$ cat src/rtl/stl_pkg.sv
// stl_pkg: shared types, widths and codes for the symbol table lookup core
// no dependencies; compiled first
`timescale 1ns / 1ps
`default_nettype none

package stl_pkg;

	// fixed field widths of the item channels
	localparam int CMD_W     = 2;
	localparam int ADDR_W    = 12;
	localparam int BYTE_W    = 8;
	localparam int LEN_W     = 7;
	localparam int NODE_W    = 12;
	localparam int STATUS_W  = 2;
	localparam int IDX_OUT_W = 6;

	// default sizing
	localparam int BUFFER_DEPTH_DEF    = 4096;
	localparam int TABLE_ENTRIES_DEF   = 64;
	localparam int MAX_NAME_LENGTH_DEF = 64;

	typedef enum logic [CMD_W-1:0] {
		CMD_WRITE  = 2'd0,
		CMD_APPEND = 2'd1,
		CMD_SEARCH = 2'd2,
		CMD_CLEAR  = 2'd3
	} cmd_t;

	typedef enum logic [STATUS_W-1:0] {
		STAT_OK   = 2'd0,
		STAT_MISS = 2'd1,
		STAT_FULL = 2'd2
	} status_t;

	// which result the datapath latches
	typedef enum logic [2:0] {
		RES_NONE,
		RES_ZERO,
		RES_FULL,
		RES_MISS,
		RES_HIT,
		RES_APPEND
	} res_sel_t;

	typedef enum logic [3:0] {
		S_IDLE,
		S_DECODE,
		S_REDUCE,
		S_APPEND,
		S_ENTRY_RD,
		S_ENTRY_CHK,
		S_CHAR_RD,
		S_CHAR_CHK,
		S_FINISH
	} state_t;

	typedef struct packed {
		logic     load;
		logic     buf_wr;
		logic     red_step;
		logic     clr_count;
		logic     ent_wr;
		logic     ent_next;
		logic     char_init;
		logic     char_step;
		res_sel_t res_sel;
		logic     push;
	} dp_cmd_t;

	typedef struct packed {
		cmd_t cmd;
		logic full;
		logic red_last;
		logic scan_end;
		logic len_match;
		logic len_zero;
		logic byte_match;
		logic char_last;
		logic out_free;
	} dp_stat_t;

endpackage

`default_nettype wire

$ cat src/rtl/stl_ctrl.sv
// stl_ctrl: sequencer for write, append, search and clear commands
// depends on stl_pkg; drives stl_dpath through dp_cmd_t, reads dp_stat_t
`timescale 1ns / 1ps
`default_nettype none

module stl_ctrl (
	input  wire logic              clk,
	input  wire logic              arst_n,
	input  wire logic              req_valid,
	output logic                   req_ready,
	input  wire stl_pkg::dp_stat_t stat,
	output stl_pkg::dp_cmd_t       cmd
);
	import stl_pkg::*;

	state_t state_q, state_d;

	always_ff @(posedge clk or negedge arst_n) begin
		if (!arst_n) begin
			state_q <= S_IDLE;
		end else begin
			state_q <= state_d;
		end
	end

	always_comb begin
		state_d   = state_q;
		cmd       = '0;
		cmd.res_sel = RES_NONE;
		req_ready = 1'b0;
		unique case (state_q)
			S_IDLE: begin
				req_ready = 1'b1;
				if (req_valid) begin
					cmd.load = 1'b1;
					state_d  = S_DECODE;
				end
			end
			S_DECODE: begin
				unique case (stat.cmd)
					CMD_WRITE: begin
						cmd.buf_wr  = 1'b1;
						cmd.res_sel = RES_ZERO;
						state_d     = S_FINISH;
					end
					CMD_CLEAR: begin
						cmd.clr_count = 1'b1;
						cmd.res_sel   = RES_ZERO;
						state_d       = S_FINISH;
					end
					CMD_APPEND: begin
						if (stat.full) begin
							cmd.res_sel = RES_FULL;
							state_d     = S_FINISH;
						end else begin
							state_d = S_REDUCE;
						end
					end
					CMD_SEARCH: begin
						state_d = S_REDUCE;
					end
				endcase
			end
			S_REDUCE: begin
				// fold the start position into the buffer range
				cmd.red_step = 1'b1;
				if (stat.red_last) begin
					state_d = (stat.cmd == CMD_APPEND) ? S_APPEND : S_ENTRY_RD;
				end
			end
			S_APPEND: begin
				cmd.ent_wr  = 1'b1;
				cmd.res_sel = RES_APPEND;
				state_d     = S_FINISH;
			end
			S_ENTRY_RD: begin
				if (stat.scan_end) begin
					cmd.res_sel = RES_MISS;
					state_d     = S_FINISH;
				end else begin
					state_d = S_ENTRY_CHK;
				end
			end
			S_ENTRY_CHK: begin
				priority if (!stat.len_match) begin
					cmd.ent_next = 1'b1;
					state_d      = S_ENTRY_RD;
				end else if (stat.len_zero) begin
					cmd.res_sel = RES_HIT;
					state_d     = S_FINISH;
				end else begin
					cmd.char_init = 1'b1;
					state_d       = S_CHAR_RD;
				end
			end
			S_CHAR_RD: begin
				cmd.char_step = 1'b1;
				state_d       = S_CHAR_CHK;
			end
			S_CHAR_CHK: begin
				priority if (!stat.byte_match) begin
					cmd.ent_next = 1'b1;
					state_d      = S_ENTRY_RD;
				end else if (stat.char_last) begin
					cmd.res_sel = RES_HIT;
					state_d     = S_FINISH;
				end else begin
					state_d = S_CHAR_RD;
				end
			end
			S_FINISH: begin
				// wait for the output register to free up
				if (stat.out_free) begin
					cmd.push = 1'b1;
					state_d  = S_IDLE;
				end
			end
			default: begin
				state_d = S_IDLE;
			end
		endcase
	end

endmodule

`default_nettype wire

$ cat config.mk
export PLATFORM = sky130hd
export DESIGN_NAME = stl_ctrl
export DESIGN_NICKNAME = d
export VERILOG_FILES = /design/src/rtl/stl_pkg.sv /design/src/rtl/stl_ctrl.sv
export SDC_FILE = /design/constraint.sdc
export NUM_CORES = 1
export LEC_CHECK = 0
export BUFFER_PORTS_ARGS = -buffer_cell sky130_fd_sc_hd__buf_2
export CORE_AREA = 4 4 43 45
export DETAILED_ROUTE_END_ITERATION = 12
export DIE_AREA = 0 0 47 49
export GPL_TIMING_DRIVEN = 0
export PLACE_DENSITY = 0.67
export SLEW_MARGIN = 30
export SYNTH_ARGS = -nofsm -noshare
export SYNTH_HDL_FRONTEND = slang
export SYNTH_SLANG_ARGS = --single-unit
$ cat constraint.sdc
create_clock -name clk -period 3.5 [get_ports clk]
set_input_delay 0.525 -clock clk [delete_from_list [all_inputs] [get_ports clk]]
set_output_delay 0.525 -clock clk [all_outputs]
set_load 0.01 [all_outputs]
# Word level (Yosys, flattened, before mapping)
# Cells that the tools add are included.
# totals
register_bits	4
elab_cells	57
# op_classes
n_eq_ne	14
muxes	38
n_reduce_logical	4
# op_table
op	n
two-way mux 4 bit	9
one-hot mux 4 bit (9 select lines)	1
two-way mux 1 bit	17
equality test 4 x 3 -> 1 bit (second input constant)	4
two-way mux 3 bit	5
one-hot mux 3 bit (5 select lines)	1
one-hot mux 4 bit (3 select lines)	1
equality test 4 x 2 -> 1 bit (second input constant)	2
inequality test 2 bit (second input constant)	3
equality test 2 bit (second input constant)	2
equality test 4 x 1 -> 1 bit (second input constant)	1
equality test 4 bit (second input constant)	1
zero test 4 bit	1
two-way mux 2 bit	2
one-hot mux 2 bit (2 select lines)	1
AND reduction 3 bit	1
equality test 2 x 1 -> 1 bit (second input constant)	1
zero test 2 bit	1
one-hot mux 1 bit (2 select lines)	1
OR reduction 2 bit	1

# Depth between registers and ports, before layout
# Gate-level depths: netlist of the first run.
# logic_depth
word_depth	4
ltp_mapped	6

# Worst setup path after synthesis of the first run
# Ideal clock, no wire load.
# synth_timing
kind	input port to output port
startpoint	in stat[8] (netlist name)
endpoint	out cmd[1] (netlist name)
t_arrival_ns	1.367
t_required_ns	2.975
setup_slack_ns	1.608
path_stages	4
n_path_buf	0
cell_sequence	inv_1 ha_1 a211o_1 a21oi_1
# synth_lines
element	line	text
start, declared	stl_ctrl.sv:11	input wire stl_pkg::dp_stat_t stat,
end, declared	stl_ctrl.sv:12	output stl_pkg::dp_cmd_t cmd

==> out/results.ini, run 1 <==
[clock_tree]
clk_latency_ns=0.23
path_clk_slew_ns=0.04
clock_sinks=4
post_cts_buffers=0
cts_resized=0
clockRootBuffer=clkbuf_4
hold_buffers=0
cts_buffers=3
cts.path.max_buffers=2
cts_tree=yes
htree_levels=1

[final_layout]
largest_register_ffs=4
top_register=state_q
synthToLayoutAreaGrowth_pct=29.84
antenna_cells=0
drive_gt1_share_pct=36.27
final.fill_count=151
reg.largest.list=state_q x4
finalNonFillerCells=118
nets=121
layout_commonest_cell=buf_2

[global_route]
antenna_found_initial=0
grt_pass1_wl_um=2304
grtUsageTotal_pct=13.34
grt_max_degree=11
grt_remaining_overflow=0
first_global_vias=560

[power_and_ir_drop]
pwr-share-clk_pct=16.3
irDropWorstVdd_v=0.0001645
power_density_nw_per_um2=467.4
p_int_uw=189.6
combPwrFrac_pct=63.3
p_sw_uw=151.4
seqPwrFrac_pct=20.4
p_leak_uw=0.0003797
swShare_pct=44.40

[synth]
postSynthCellCount=74
yosys_warnings=0
syn_avg_cell_area_um2=7.592
synth_area_um2=561.8
synth_fp_nets=91
ys_seq_area_share_pct=17.82
synth.distinct_cells=32
synth_seq_cells=4

[route]
drt-wirelength-per-cell_um=12.31
drtIter0Drc=20
maxUsedRoutingLayer=met3
wl_met2_um=709
route.met3.wl_um=115
first_pass_iters=4
wl_met1_um=627
avgViaCountPerCell=5.237
drc=0
routed-via-count=618
finalWirelength_um=1453
ant_nets=0

[timing]
rsz0062_at_grt=no
finalWorstSetupSlack_ns=1.384
drv_slew=0
timing.fmax_mhz=472.7
fin_crit_sh_pct=60.45
clock_skew_ns=0.005681
setup_tns_ns=0
tightest_slew_ns=0.3958
slew_headroom_pct=73.55
setup_viol=0
min_period_ns=2.116
final_hold_viol_count=0

[critical_path]
max_stage_delay_ns=0.32
start_kind=input pin
crit_arrival_ns=1.59
end_kind=output pin
path_buf_inv=3
r2r_cells=5
path_class=in -> out
cp.required_ns=2.97
worst-r2r-setup-slack_ns=2.16
slowest_stage=ha_1
r2r-end=state_q[1]
r2r_start=state_q[2]
crit_fanout=3
cp_common_cell=buf_2
path_cells=buf_2 > inv_1 > ha_1 > a211o_1 > a21oi_1 > buf_2
cpLargestDelayFamily=compound AO/OA/AOI/OAI gates

[die]
die_h_um=49
die_x_um=47
initial_utilization_pct=38.18
core_area_um2=1471
die-area_um2=2303
std_cell_rows=14
io_pins=26

[hold_path]
hold_path.class=in -> async

[placed_design]
gp_congestion=0.7902
io_buffers=25
dp.cells=115
dp_hpwl_um=1189
pre_cts_ws_ns=1.385

[job]
drv_cap=0

[run_status]
status=complete, no violations

==> kinds of logic after synthesis <==
kind of cell	Yosys count	synth area share [%]
compound gates	14	16.48
fa+ha+maj	4	8.909
buf+inv	11	11.80
flops	4	17.82
mux	1	1.782
simple gates	40	43.21
==> power by group through the flow <==
stage	Clock, uW	Sequential (uW)	Combinational [uW]
global route	65.1	70.5	239
floorplan	0	66.8	153
global placement	0	69.3	214
detailed placement	0	69.5	214
CTS	58.8	69.2	215
finish	55.7	69.5	216
==> final cells by class <==
class	instances	area, um2	area share, %
multi-input combinational	59	395.4	54.20
timing repair buffer	25	125.1	17.15
sequential	4	100.1	13.72
buffer	6	47.55	6.518
clock buffer	3	22.52	3.087
tap	16	20.02	2.744
inverter	5	18.77	2.573
==> worst max path at each step <==
stage,start,endpoint,slack [ns],depth (start not counted)
after global routing,state_q[2],cmd[2],1.28,5
final,stat[8],cmd[1],1.38,6
after global placement,stat[8],cmd[1],1.42,6
after floorplan,stat[8],cmd[1],1.61,4
after CTS,stat[8],cmd[1],1.38,6
after detailed placement,stat[8],cmd[1],1.39,6
==> through the flow <==
stage               power (uW)  cell area [um2]  utilization [%]  hold slack, ns
CTS                      343.5            729.5            49.57         0.08147
global route             374.6            729.5            49.57         0.07842
finish                   341.0            729.5            49.57         0.08835
detailed placement       283.9            706.9            48.04          0.3326
floorplan                219.9            561.8                -          0.2294
global placement         283.2            706.9            48.04          0.3305
==> layer usage <==
metal / up-vias / track usage, %
met3: 0 / 2.583
met2: 24 / 19.91
met5: - / 0
met4: 0 / 5.530
met1: 278 / 18.14
li1: 316 / -
==> synthesized netlist by cell type (all sizes together) <==
| library cell | number | area, um2 |
|---|---|---|
| nor4b | 1 | 8.760 |
| buf | 6 | 47.54 |
| or2b | 3 | 22.52 |
| inv | 5 | 18.77 |
| mux2i | 1 | 10.01 |
| o2111a | 1 | 11.26 |
| dfrtp | 4 | 100.1 |
| o21ai | 2 | 10.00 |
| nor4 | 4 | 37.53 |
| ha | 4 | 50.05 |
| nor3 | 3 | 15.01 |
| a31o | 1 | 8.760 |
| or3 | 1 | 6.260 |
| nand2b | 5 | 31.28 |
| a211o | 1 | 8.760 |
| nor3b | 1 | 7.510 |
| nor2b | 2 | 12.51 |
| nand2 | 5 | 18.77 |
| a31oi | 2 | 12.51 |
| and4b | 1 | 10.01 |
| a2111oi | 1 | 10.01 |
| and2 | 4 | 25.02 |
| nand3 | 3 | 15.01 |
| nand3b | 1 | 7.510 |
| and3 | 1 | 6.260 |
| a21oi | 5 | 25.02 |
| o22ai | 1 | 6.260 |
| nor2 | 5 | 18.77 |
Power figures use the tool's default switching activity.
==> run 2, diff against run 1 <==
--- a/config.mk
+++ b/config.mk
@@ -5,10 +5,11 @@
 export SDC_FILE = /design/constraint.sdc
 export NUM_CORES = 1
 export LEC_CHECK = 0
+export ABC_AREA = 1
 export BUFFER_PORTS_ARGS = -buffer_cell sky130_fd_sc_hd__buf_2
-export CORE_AREA = 4 4 43 45
+export CORE_AREA = 4 4 42 44
 export DETAILED_ROUTE_END_ITERATION = 12
-export DIE_AREA = 0 0 47 49
+export DIE_AREA = 0 0 46 48
 export GPL_TIMING_DRIVEN = 0
 export PLACE_DENSITY = 0.67
 export SLEW_MARGIN = 30
==> constraint.sdc (replaced) <==
create_clock -name clk -period 2 [get_ports clk]
set_input_delay 0.3 -clock clk [delete_from_list [all_inputs] [get_ports clk]]
set_output_delay 0.3 -clock clk [all_outputs]
set_load 0.01 [all_outputs]
==> out/results.ini, run 2 <==
[timing]
min_period_ns=1.828
tightest_slew_ns=0.2922
setup_viol=0
clock_skew_ns=0.003030
setup_tns_ns=0
slew_headroom_pct=80.40
drv_slew=0
hold_ws_ns=0.3579
fin_crit_sh_pct=91.40
finalWorstSetupSlack_ns=0.1720
timing.fmax_mhz=547.0
rsz0062_at_grt=no
final_hold_viol_count=0

[clock_tree]
clockRootBuffer=clkbuf_4
path_clk_slew_ns=0.04
cts_resized=0
clock_sinks=4
cts_buffers=3
post_cts_buffers=0
cts_tree=yes
htree_levels=1
cts.path.max_buffers=2
clk_latency_ns=0.23

[job]
drv_cap=0

[critical_path]
cp.required_ns=1.70
path_class=reg -> out
crit_arrival_ns=1.53
end_kind=output pin
start_kind=register
crit_fanout=6

[die]
die_x_um=46
die-area_um2=2208
core_area_um2=1436
io_pins=26
initial_utilization_pct=36.67
die_h_um=48
std_cell_rows=14

[route]
finalWirelength_um=1347
routed-via-count=638
drt-wirelength-per-cell_um=9.904
first_pass_iters=4
drc=0
drtIter0Drc=3
avgViaCountPerCell=4.691
ant_nets=0

[final_layout]
fin_area_um2=704.4
top_register=state_q
antenna_cells=0
drive_gt1_share_pct=31.67
synthToLayoutAreaGrowth_pct=33.73
final_cell_mix=buf_2 (25), nand2_1 (19), inv_1 (16), nor2_1 (16), nand3_1 (10)
layout_commonest_cell=buf_2
largest_register_ffs=4
reg.largest.list=state_q x4
nets=139

[synth]
synth_fp_nets=108
synth_seq_cells=4
async_reset_ff_share_pct=100.0
synth_edf_count=0
synth_common_cells=nand2_1 (19), inv_1 (16), nor2_1 (16)
synth_area_um2=526.8
synth.distinct_cells=19
ys_seq_area_share_pct=19.00
synth.area.top_cells=dfrtp_1 (19%), nand2_1 (14%), inv_1 (11%)
synth_ff_type=dfrtp_1
synthDominantCellAreaShare_pct=19.00
yosys_warnings=0
syn_avg_cell_area_um2=5.789
synth.most_common_cell=nand2_1
yosysTopAreaCell=dfrtp_1
postSynthCellCount=91

[global_route]
use_met2_pct=24.18
grtUsageTotal_pct=13.35
grt_remaining_overflow=0
grt_max_degree=8
use_met1_pct=16.22
grt_pass1_wl_um=2173
grt-busiest-layer=met2
first_global_vias=563
antenna_found_initial=0
met3_usage_pct=2.256

[placed_design]
pre_cts_ws_ns=0.4054
gp_congestion=0.8267
io_buffers=25
dp_hpwl_um=1167
placed_cell_area_um2=671.9

[hold_path]
hold_path.class=in -> reg

[power_and_ir_drop]
p_leak_uw=0.0004478
power_density_nw_per_um2=781.8
irDropWorstVdd_v=0.0003227

[run_status]
status=complete, no violations

[run 2: final cells by class]
cell class	instances	area, um2
fillers	160	732.0
multi-input cells	67	351.6
repair buffers	26	135.1
flip-flops and latches	4	100.1
inverters	20	75.07
clock buffers	3	22.52
well taps	16	20.02
[run 2: repair_timing]
| action | 4_1_cts | 5_1_grt |
|---|---|---|
| endpoints found under the setup margin | 0 | 0 |
| hold buffers | 1 | 0 |
| hold endpoints to repair | 4 | 0 |
[run 2: cell families after synthesis]
family | count (synthesis) | synth area share (%)
adder cells (fa/ha/maj) | 4 | 9.502
buffers and inverters | 20 | 14.25
flip-flops | 4 | 19.00
AO/OA/AOI/OAI | 7 | 8.076
AND/OR/NAND/NOR | 56 | 49.17
[run 2: through the flow]
| step | cells | util (%) | power, uW |
|---|---|---|---|
| 6_report | 136 | 49.04 | 550.7 |
| 5_1_grt | 136 | 49.04 | 605.6 |
| 4_1_cts | 136 | 49.04 | 557.2 |
| 3_5_place_dp | 132 | 46.78 | 455.2 |
| 3_3_place_gp | 132 | 46.78 | 449.6 |
| 2_1_floorplan | 91 | - | 353.1 |
[run 2: worst paths after layout]
| path | start | to | slack, ns | depth (start not counted) |
|---|---|---|---|---|
| setup / recovery | state_q[3] | cmd[3] | 0.17 | 6 |
| hold / removal | stat[6] | state_q[1] | 0.36 | 3 |
| setup reg to reg | state_q[0] | state_q[1] | 0.70 | 6 |
| hold reg to reg | state_q[2] | state_q[1] | 0.68 | 3 |
| max in group asynchronous | arst_n | state_q[3] | 1.48 | 2 |
| min in group asynchronous | arst_n | state_q[2] | 0.40 | 2 |
[run 2: routing by layer]
layer / vias up / share of wire, %
li1: 339 / -
met1: 278 / 45
met2: 21 / 48
met3: 0 / 6.9
met4: 0 / 0
met5: - / 0
[run 2: critical path, cell delays in order (launching register included)]
cell	delay, ns
dfrtp_1	0.46
nor2_2	0.26
nand2_2	0.11
o21ai_0	0.20
inv_1	0.09
nand2_1	0.06
buf_2	0.12
[run 2: where the power goes]
part	total [uW]	internal [uW]	switching, uW
clock network	95.7	66.8	28.9
logic	304	116	188
registers	151	104	47.0
total	551	286	264
